$ cat src/rc4_pkg.sv
// Shared types and constants for the RC4 stream cipher block.
// No dependencies; imported by rc4_stream_cipher.
`default_nettype none

package rc4_pkg;

  typedef logic [7:0] byte_t;
  typedef logic [4:0] key_len_t;
  typedef logic [3:0] key_idx_t;

  localparam int unsigned CFG_IDX_W = 2;
  localparam int unsigned KEY_W     = 64;

  localparam logic [CFG_IDX_W-1:0] CFG_KEY_LOW  = 2'd0;
  localparam logic [CFG_IDX_W-1:0] CFG_KEY_HIGH = 2'd1;
  localparam logic [CFG_IDX_W-1:0] CFG_KEY_LEN  = 2'd2;

  localparam key_len_t KEY_LEN_MAX   = 5'd16;
  localparam key_len_t KEY_LEN_RESET = 5'd16;

  function automatic key_len_t clamp_key_len(input key_len_t len);
    key_len_t res;
    res = len;
    if (len == 5'd0) begin
      res = 5'd1;
    end else if (len > KEY_LEN_MAX) begin
      res = KEY_LEN_MAX;
    end
    return res;
  endfunction

  function automatic byte_t key_byte(input logic [KEY_W-1:0] lo, input logic [KEY_W-1:0] hi,
                                     input key_idx_t n);
    logic [KEY_W-1:0] word;
    word = n[3] ? hi : lo;
    return word[{n[2:0], 3'b000} +: 8];
  endfunction

endpackage

`default_nettype wire

$ cat src/rc4_stream_cipher.sv
// RC4 stream cipher top level: sequencer, permutation memory and stream ports.
// Depends on rc4_pkg.
`default_nettype none

// Each input byte is XORed with one RC4 keystream byte. The key (bytes 0-7 at
// index 0, bytes 8-15 at index 1) and its length (index 2, 1..16) are written
// over the cfg channel, which is always ready. A byte with tuser[0] set, and
// the first byte after reset, first runs the key schedule: it loads the
// identity, then runs the shuffle. Each byte then passes RD_I, RD_J, SWAP
// and KS to its result in the output register (KS waits while that register
// holds an unread result); the next byte is taken only back in IDLE: every
// step goes through the single read and single write port of the 256-entry
// permutation memory, one access of each kind per cycle. A new byte is
// accepted while a finished result still waits in the output register.
module rc4_stream_cipher
  import rc4_pkg::*;
(
  input  wire logic                 clk,
  input  wire logic                 rst,
  input  wire logic                 s_axis_tvalid,
  output      logic                 s_axis_tready,
  input  wire logic [7:0]           s_axis_tdata,   // [7:0] data_byte
  input  wire logic [0:0]           s_axis_tuser,   // [0] restart
  output      logic                 m_axis_tvalid,
  input  wire logic                 m_axis_tready,
  output      logic [7:0]           m_axis_tdata,   // [7:0] out_byte
  input  wire logic                 cfg_valid,
  output      logic                 cfg_ready,
  input  wire logic [CFG_IDX_W-1:0] cfg_index,
  input  wire logic [KEY_W-1:0]     cfg_data
);

  localparam logic [3:0] ST_IDLE   = 4'd0;
  localparam logic [3:0] ST_FILL   = 4'd1;
  localparam logic [3:0] ST_K_RDN  = 4'd2;
  localparam logic [3:0] ST_K_RDA  = 4'd3;
  localparam logic [3:0] ST_K_WRN  = 4'd4;
  localparam logic [3:0] ST_K_WRA  = 4'd5;
  localparam logic [3:0] ST_RD_I   = 4'd6;
  localparam logic [3:0] ST_RD_J   = 4'd7;
  localparam logic [3:0] ST_SWAP   = 4'd8;
  localparam logic [3:0] ST_KS     = 4'd9;

  logic [3:0]       state;
  logic [KEY_W-1:0] key_low;
  logic [KEY_W-1:0] key_high;
  key_len_t         key_len;
  logic             keyed;
  byte_t            idx_i;
  byte_t            idx_j;
  byte_t            cnt;
  byte_t            acc;
  key_idx_t         kidx;
  byte_t            s_a;
  byte_t            s_b;
  byte_t            ks_addr;
  byte_t            din;
  logic             out_valid;
  byte_t            out_data;
  logic             out_load;

  byte_t            perm [256];
  logic             mem_we;
  byte_t            mem_waddr;
  byte_t            mem_wdata;
  logic             mem_re;
  byte_t            mem_raddr;
  byte_t            mem_rdata;

  key_len_t         len_eff;
  byte_t            acc_sum;
  byte_t            ks;
  logic             kidx_wrap;

  assign len_eff   = clamp_key_len(key_len);
  assign acc_sum   = acc + mem_rdata + key_byte(key_low, key_high, kidx);
  assign kidx_wrap = ({1'b0, kidx} == (len_eff - 5'd1));

  always_comb begin
    priority if (ks_addr == idx_j) begin
      ks = s_a;
    end else if (ks_addr == idx_i) begin
      ks = s_b;
    end else begin
      ks = mem_rdata;
    end
  end

  assign s_axis_tready = (state == ST_IDLE);
  assign m_axis_tvalid = out_valid;
  assign m_axis_tdata  = out_data;
  assign cfg_ready     = 1'b1;
  assign out_load      = (state == ST_KS) && (!out_valid || m_axis_tready);

  always_comb begin
    mem_we    = 1'b0;
    mem_waddr = cnt;
    mem_wdata = cnt;
    mem_re    = 1'b0;
    mem_raddr = cnt;
    unique case (state)
      ST_FILL: begin
        mem_we = 1'b1;
      end
      ST_K_RDN: begin
        mem_re = 1'b1;
      end
      ST_K_RDA: begin
        mem_re    = 1'b1;
        mem_raddr = acc_sum;
      end
      ST_K_WRN: begin
        mem_we    = 1'b1;
        mem_wdata = mem_rdata;
      end
      ST_K_WRA: begin
        mem_we    = 1'b1;
        mem_waddr = acc;
        mem_wdata = s_a;
      end
      ST_RD_I: begin
        mem_re    = 1'b1;
        mem_raddr = idx_i + 8'd1;
      end
      ST_RD_J: begin
        mem_re    = 1'b1;
        mem_raddr = idx_j + mem_rdata;
      end
      ST_SWAP: begin
        mem_we    = 1'b1;
        mem_waddr = idx_i;
        mem_wdata = mem_rdata;
        mem_re    = 1'b1;
        mem_raddr = s_a + mem_rdata;
      end
      ST_KS: begin
        mem_we    = 1'b1;
        mem_waddr = idx_j;
        mem_wdata = s_a;
      end
      default: begin
        mem_we = 1'b0;
      end
    endcase
  end

  always_ff @(posedge clk) begin
    if (mem_we) begin
      perm[mem_waddr] <= mem_wdata;
    end
    if (mem_re) begin
      mem_rdata <= perm[mem_raddr];
    end
  end

  always_ff @(posedge clk) begin
    if (rst) begin
      state     <= ST_IDLE;
      key_low   <= '0;
      key_high  <= '0;
      key_len   <= KEY_LEN_RESET;
      keyed     <= 1'b0;
      idx_i     <= '0;
      idx_j     <= '0;
      out_valid <= 1'b0;
    end else begin
      if (cfg_valid) begin
        unique case (cfg_index)
          CFG_KEY_LOW:  key_low  <= cfg_data;
          CFG_KEY_HIGH: key_high <= cfg_data;
          CFG_KEY_LEN:  key_len  <= cfg_data[4:0];
          default:      ;
        endcase
      end
      if (out_load) begin
        out_valid <= 1'b1;
      end else if (m_axis_tready) begin
        out_valid <= 1'b0;
      end
      unique case (state)
        ST_IDLE: begin
          if (s_axis_tvalid) begin
            din <= s_axis_tdata;
            if (s_axis_tuser[0] || !keyed) begin
              cnt   <= '0;
              state <= ST_FILL;
            end else begin
              state <= ST_RD_I;
            end
          end
        end
        ST_FILL: begin
          cnt <= cnt + 8'd1;
          if (cnt == 8'hFF) begin
            acc   <= '0;
            kidx  <= '0;
            state <= ST_K_RDN;
          end
        end
        ST_K_RDN: begin
          state <= ST_K_RDA;
        end
        ST_K_RDA: begin
          s_a   <= mem_rdata;
          acc   <= acc_sum;
          state <= ST_K_WRN;
        end
        ST_K_WRN: begin
          state <= ST_K_WRA;
        end
        ST_K_WRA: begin
          cnt  <= cnt + 8'd1;
          kidx <= kidx_wrap ? '0 : kidx + 4'd1;
          if (cnt == 8'hFF) begin
            idx_i <= '0;
            idx_j <= '0;
            keyed <= 1'b1;
            state <= ST_RD_I;
          end else begin
            state <= ST_K_RDN;
          end
        end
        ST_RD_I: begin
          idx_i <= idx_i + 8'd1;
          state <= ST_RD_J;
        end
        ST_RD_J: begin
          s_a   <= mem_rdata;
          idx_j <= idx_j + mem_rdata;
          state <= ST_SWAP;
        end
        ST_SWAP: begin
          s_b     <= mem_rdata;
          ks_addr <= s_a + mem_rdata;
          state   <= ST_KS;
        end
        ST_KS: begin
          if (out_load) begin
            out_data <= din ^ ks;
            state    <= ST_IDLE;
          end
        end
        default: begin
          state <= ST_IDLE;
        end
      endcase
    end
  end

endmodule

`default_nettype wire

$ cat config.mk
export PLATFORM = sky130hd
export DESIGN_NAME = rc4_stream_cipher
export DESIGN_NICKNAME = d
export VERILOG_FILES = /design/src/rc4_pkg.sv /design/src/rc4_stream_cipher.sv
export SDC_FILE = /design/constraint.sdc
export NUM_CORES = 2
export LEC_CHECK = 0
export ABC_CLOCK_PERIOD_IN_PS = 25200
export BUFFER_PORTS_ARGS = -buffer_cell sky130_fd_sc_hd__buf_2
export CAP_MARGIN = 20
export CELL_PAD_IN_SITES_DETAIL_PLACEMENT = 0
export CELL_PAD_IN_SITES_GLOBAL_PLACEMENT = 1
export CORE_MARGIN = 2
export CORE_UTILIZATION = 39
export DETAILED_ROUTE_END_ITERATION = 12
export GPL_TIMING_DRIVEN = 1
export HOLD_SLACK_MARGIN = 0.03
export PLACE_DENSITY_LB_ADDON = 0.1
export SLEW_MARGIN = 20
export SYNTH_ARGS = -nofsm -noshare
export SYNTH_HDL_FRONTEND = slang
export SYNTH_SLANG_ARGS = --single-unit
$ cat constraint.sdc
create_clock -name clk -period 25.2 [get_ports clk]
set_input_delay 6.3 -clock clk [delete_from_list [all_inputs] [get_ports clk]]
set_output_delay 6.3 -clock clk [all_outputs]
set_load 0.005 [all_outputs]
# ---- After elaboration in Yosys (flattened, before gate mapping)
# Memory sizes are Yosys's and may differ from the RTL's. A register that Yosys moved wholly into a read port is not among the register bits.
# Cells that the tools add are included.
dict set report word_totals {
  wordCells 113
  n_memories 1
  regBits 215
  mem_bits_rw 2048
}
dict set report op_classes {
  n_eq_ne 20
  magnitude_cmp 1
  n_addsub 8
  n_reduce_logical 34
  bitwise_logic 2
  muxes 30
  n_shift 1
}
# memory words width rd rd_ports_with_merged_regs write_ports line_no
set memory_table {}
lappend memory_table {perm 256 8 1 1 1 rc4_stream_cipher.sv:62} ;# byte_t perm [256];
# operator n
set op_table {}
lappend op_table {{one-hot mux 8 bit (2 select lines)} 5}
lappend op_table {{2-to-1 mux 64 bit} 1}
lappend op_table {{variable part select 64 x 7 -> 8 bit} 1}
lappend op_table {{2-to-1 mux 8 bit} 5}
lappend op_table {{one-hot mux 4 bit (10 select lines)} 1}
lappend op_table {{adder 8 bit} 4}
lappend op_table {{one-hot mux 8 bit (4 select lines)} 1}
lappend op_table {{one-hot mux 8 bit (3 select lines)} 1}
lappend op_table {{2-to-1 mux 4 bit} 5}
lappend op_table {{adder 8 x 1 -> 8 bit, second input constant} 2}
lappend op_table {{equality test 4 x 3 -> 1 bit, second input constant} 4}
lappend op_table {{equality test 8 bit} 2}
lappend op_table {{AND reduction 2 bit} 8}
lappend op_table {{AND reduction 3 bit} 5}
lappend op_table {{nonzero test 2 bit} 6}
lappend op_table {{2-to-1 mux 5 bit} 2}
lappend op_table {{OR reduction 5 bit} 2}
lappend op_table {{equality test 4 x 2 -> 1 bit, second input constant} 2}
lappend op_table {{equality test 4 bit, second input constant} 2}
lappend op_table {{equality test 8 bit, second input constant} 1}
lappend op_table {{!= test 2 bit, second input constant} 4}
lappend op_table {{one-hot mux 4 bit (2 select lines)} 1}
lappend op_table {{OR reduction 2 bit} 4}
lappend op_table {{XOR 8 bit} 1}
lappend op_table {{18 further kinds} 26}

# ---- Longest topological paths before layout
dict set report logic_depth {
  ltp_word 7
  ltp_mapped 22
  ltp_nobuf 17
}

# ---- Least setup slack after synthesis
# No wires, ideal clock.
dict set report synth_path {
  path_kind {reg-to-reg}
  startpoint {register state[2]}
  endpoint {memory perm[0][5] (netlist bit), data pin}
  t_arrival_ns 8.338
  setup_time_ns 1.579
  slack_ns 15.283
  path_stages_with_launch 8
  path_buffers 3
  path_cell_list {dfxtp_1 buf_4 buf_2 xnor2_1 nor2_1 clkbuf_1 nor2_1 a21oi_1}
}
dict set report synth_via {
  elab_chain_cells 3
}
# item line_no
set synth_lines {}
lappend synth_lines {{from (decl)} rc4_stream_cipher.sv:44} ;# logic [3:0] state;
lappend synth_lines {{from (signal assigned)} rc4_stream_cipher.sv:158} ;# state <= ST_IDLE;
lappend synth_lines {{from (signal assigned)} rc4_stream_cipher.sv:186} ;# state <= ST_FILL;
lappend synth_lines {{from (signal assigned)} rc4_stream_cipher.sv:188} ;# state <= ST_RD_I;
lappend synth_lines {{equality test 4 bit / equality test 4 x 3 -> 1 bit (equally long branches)} rc4_stream_cipher.sv:101} ;# unique case (state)
lappend synth_lines {{OR reduction 2 bit (no source line)} -}
lappend synth_lines {{one-hot mux 8 bit (2 select lines) *} rc4_stream_cipher.sv:101}
lappend synth_lines {{named net mem_wdata[5]} rc4_stream_cipher.sv:65} ;# byte_t mem_wdata;
lappend synth_lines {{to (decl)} rc4_stream_cipher.sv:62}
# Mark *: on every way through the listed nets, which the timed path passes. The rest lies on a longest branch.

# ---- Worst setup path in the final report
dict set report layout_path {
  startpoint {register kidx[0]}
  endpoint {register mem_rdata[2] (read register of perm), data pin}
}
dict set report layout_via {
  elab_chain_cells 3
}
# item line_no
set layout_lines {}
lappend layout_lines {{from (decl)} rc4_stream_cipher.sv:53} ;# key_idx_t kidx;
lappend layout_lines {{from (signal assigned)} rc4_stream_cipher.sv:213} ;# kidx <= kidx_wrap ? '0 : kidx + 4'd1;
lappend layout_lines {{variable part select 64 x 7 -> 8 bit} rc4_pkg.sv:36} ;# return word[{n[2:0], 3'b000} +: 8];
lappend layout_lines {{adder 8 bit} rc4_stream_cipher.sv:76} ;# assign acc_sum = acc + mem_rdata + key_byte(key_low, key_high, kidx);
lappend layout_lines {{one-hot mux 8 bit (4 select lines)} rc4_stream_cipher.sv:101}
lappend layout_lines {{to (decl)} rc4_stream_cipher.sv:68} ;# byte_t mem_rdata;
# No other way between the ends.
# A chain may end at the register's enable or synchronous reset.

==> reports/metrics.cfg <==
[status]
outcome=complete, no violations

[clock_network]
clockBufferDepth=3
clkTransAtPathRegs_ns=0.06
clock_latency_ns=0.89
cts-root-buf=clkbuf_16
cts_setup_buffers=0
cts.repair.resized=0
hold_buffers=0
cts_tree=done
cts_made_buffers=238
clkSinkCount=2271
htreeDepth=4

[finish]
finalNetCount=7121
synthToLayoutAreaGrowth_pct=11.7
multi_input_area_mm2=0.0249
regArea_mm2=0.0666
drive_gt1_frac=0.0931
fill_cells=21776

[synth]
synth_ff_type=edfxtp_1
postSynthAreaPerCell_um2=13.4
synth-edff-count=2116
ys_seq_area_frac=0.710
synth_fp_nets=7125
synthArstFlopShare=0
ys_warn_count=0
synth_area_mm2=0.0938
ys_types=89
ys_seq_elements=2271
synthCells=7011

[critical_path]
crit_family=simple AND/OR/NAND/NOR gates
critPathKind=reg2reg
crit_fanout=84
setup.worst_path.start_class=register
path_cells=buf_4 -> mux4_2 -> mux4_2 -> fa_1 -> ha_1 -> fa_1 -> xnor2_1 -> a21oi_1 -> nor2_1 -> o221ai_1 -> nand2_4 -> buf_12 -> buf_4 -> mux2i_1 -> nor2_1 -> nor3_1 -> nand4_1 -> and4_1
path_buf_inv=3
end_kind=register
required_ns=25.84
cpPeakStageDelay_ns=0.94
crit_path_top_delay_cell=buf_4
cp.arrival_ns=9.89

[route]
drc=0
vias_per_cell=5.64
detail_route.wl_per_cell_um=28.5
vias=58637
drt-total-wl_mm=296
first_pass_iters=6
ant_nets=0
dr.first_iter.drc_count=5934

[sta]
fin_crit_sh=0.367
hold_ws_ns=0.451
min_period_ns=9.25
relSlewSlack=0.135
worst_slew_pin_slew_ns=1.30
skew_ns=0.0403
setup_tns_ns=0
hold_viol=0
setup_viol=0
grt_setup_unrepaired=no
slew_violations=0
fmax_ghz=0.108

[grt]
grt_pass1_wl_mm=424
grtUsageTotal=0.239
first_global_vias=56589
grt_max_degree=200
antenna_found_initial=15
grt-ovfl-total=0

[flow_run]
maxCapViolCount=0

[floorplan]
die_area_mm2=0.244
initial_core_util=0.391
coreArea_mm2=0.240
io_pins=91
die_y_um=494
fp.dieW_um=494
num_rows=180

[pwr]
pwr-share-comb=0.318
powerDensity_mw_per_mm2=114
switching_share=0.368
power_switching_uw=4400
seq_power_share=0.393
leakagePower_uw=0.0356
pwr-share-clk=0.289
peakVddDrop_mv=0.105
p_int_uw=7550

[placement]
gp_congestion=0.815
port_buffers=89
place_hpwl_mm=173

[worst_hold_path]
holdCritPathClass=reg2reg

[area by class of cell]
cell class                      count  area share
Tap cell                         3185      0.0380
Sequential cell                  2271       0.636
Clock buffer                      300      0.0606
Inverter                           16    0.000573
Multi-Input combinational cell   4263       0.238
Antenna cell                        8    0.000191
Clock inverter                    137      0.0117
Timing Repair Buffer              217      0.0152
[stage by stage]
stage	std cells	setup slack, ns	util	area [um2]	total power (uW)
2_1_floorplan	7011	15.28	-	93800	7150
3_3_place_gp	9950	15.94	0.405	97200	8570
3_5_place_dp	9952	15.91	0.405	97200	8590
4_1_cts	10389	15.88	0.437	105000	12000
5_1_grt	10392	15.62	0.437	105000	12400
6_report	10397	15.95	0.437	105000	11900
[synth_stat cells, types with 8 or more instances]
| master | instances | area (um2) |
|---|---|---|
| o21a_1 | 8 | 60.1 |
| and2_1 | 12 | 75.1 |
| a32oi_1 | 101 | 885 |
| mux4_2 | 58 | 1310 |
| nor2_1 | 360 | 1350 |
| a31oi_1 | 59 | 369 |
| o211ai_1 | 8 | 60.1 |
| edfxtp_1 | 2116 | 63500 |
| buf_4 | 44 | 330 |
| clkbuf_1 | 163 | 612 |
| a211oi_1 | 16 | 120 |
| nand2b_1 | 9 | 56.3 |
| and3_1 | 131 | 820 |
| inv_1 | 16 | 60.1 |
| o22ai_1 | 46 | 288 |
| nand3b_1 | 8 | 60.1 |
| a221oi_1 | 30 | 263 |
| nor3_1 | 63 | 315 |
| nand4_1 | 13 | 81.3 |
| buf_1 | 38 | 143 |
| xnor2_1 | 24 | 210 |
| o21ai_0 | 50 | 250 |
| nand2_1 | 1686 | 6330 |
| a21oi_1 | 306 | 1530 |
| buf_6 | 31 | 349 |
| mux2i_1 | 461 | 4610 |
| o221ai_1 | 24 | 210 |
| a311oi_1 | 71 | 622 |
| nor4_1 | 21 | 131 |
| a22oi_1 | 21 | 158 |
| nand3_1 | 450 | 2250 |
| xor2_1 | 26 | 228 |
| dfxtp_1 | 155 | 3100 |
| ha_1 | 24 | 300 |
| o22a_1 | 9 | 78.8 |
| fa_1 | 10 | 200 |
| o31ai_1 | 8 | 60.1 |
| buf_2 | 177 | 886 |
[flip-flops by register name, indices dropped and copies added, names as in the netlist]
name,cells
key_len,5
key_low,64
s_b,8
key_high,64
acc,8
s_a,8
din,8
idx_j,8
keyed,1
idx_i,8
m_axis_tdata,8
m_axis_tvalid,1
ks_addr,8
cnt,8
state,4
mem_rdata,8
kidx,4
perm,2048
[routing by layer]
layer | track usage | routed length (um)
met1 | 0.353 | 135000
met2 | 0.371 | 136000
met3 | 0.0374 | 19500
met4 | 0.0554 | 6290
met5 | 0 | 13
[layout by cell type (no fill, tap or decap), types with 15 or more instances in the layout]
cell type  instances
o21ai_0           47
clkbuf_1          53
buf_12            15
inv_1             16
o221ai_1          24
a21oi_1          294
and3_1           130
nor2_1           354
edfxtp_1        2116
clkinv_1          59
clkinv_2          40
nand3_1          447
xnor2_1           24
buf_2             88
clkbuf_16        244
a311oi_1          71
bufinv_16         19
a22oi_1           21
nor3_1            61
a31oi_1           58
mux4_2            58
o22ai_1           45
nor4_1            20
buf_4            114
xor2_1            26
a211oi_1          15
nand2_1         1684
a221oi_1          30
dfxtp_1          155
ha_1              24
a32oi_1          101
mux2i_1          461
[cell families (layout without fill, tap and decap cells)]
logic type / count (synthesis) / count (layout) / synth area share
buffers and inverters: 477 / 670 / 0.0267
AOI/OAI and AO/OA: 843 / 843 / 0.0618
and+or+nand+nor: 2814 / 2814 / 0.128
muxes: 520 / 520 / 0.0632
DFF: 2271 / 2271 / 0.710
adders and majority gates: 34 / 34 / 0.00533
xor gates and xnor gates: 51 / 51 / 0.00492
other: 1 / 9 / 0.0000400
[worst paths after layout]
check / start / to / slack (ns) / depth (start not counted)
worst max register to register: kidx[0] / mem_rdata[2] / 15.95 / 18
worst min-delay path: key_high[54] / key_high[54] / 0.45 / 2
worst min register to register: key_high[54] / key_high[54] / 0.45 / 2
worst max-delay path: kidx[0] / mem_rdata[2] / 15.95 / 18
[power by group through the flow]
stage / Sequential (uW) / Clock, uW / Combinational, uW
2_1_floorplan: 4920 / 0 / 2230
3_3_place_gp: 4770 / 0 / 3800
3_5_place_dp: 4770 / 0 / 3820
4_1_cts: 4690 / 3520 / 3820
5_1_grt: 4700 / 3650 / 4040
6_report: 4700 / 3450 / 3800
[worst register-to-register path: cells and delay by family, from the launching register on]
family,cells,cell delay (ns)
AO/OA/AOI/OAI,2,0.56
XOR/XNOR,1,0.20
adder cells (fa/ha/maj),3,1.16
buffers and inverters,3,2.22
flip-flops,1,0.32
multiplexers,3,1.83
AND/OR/NAND/NOR,6,2.74
(Power assumes the default switching activity.)
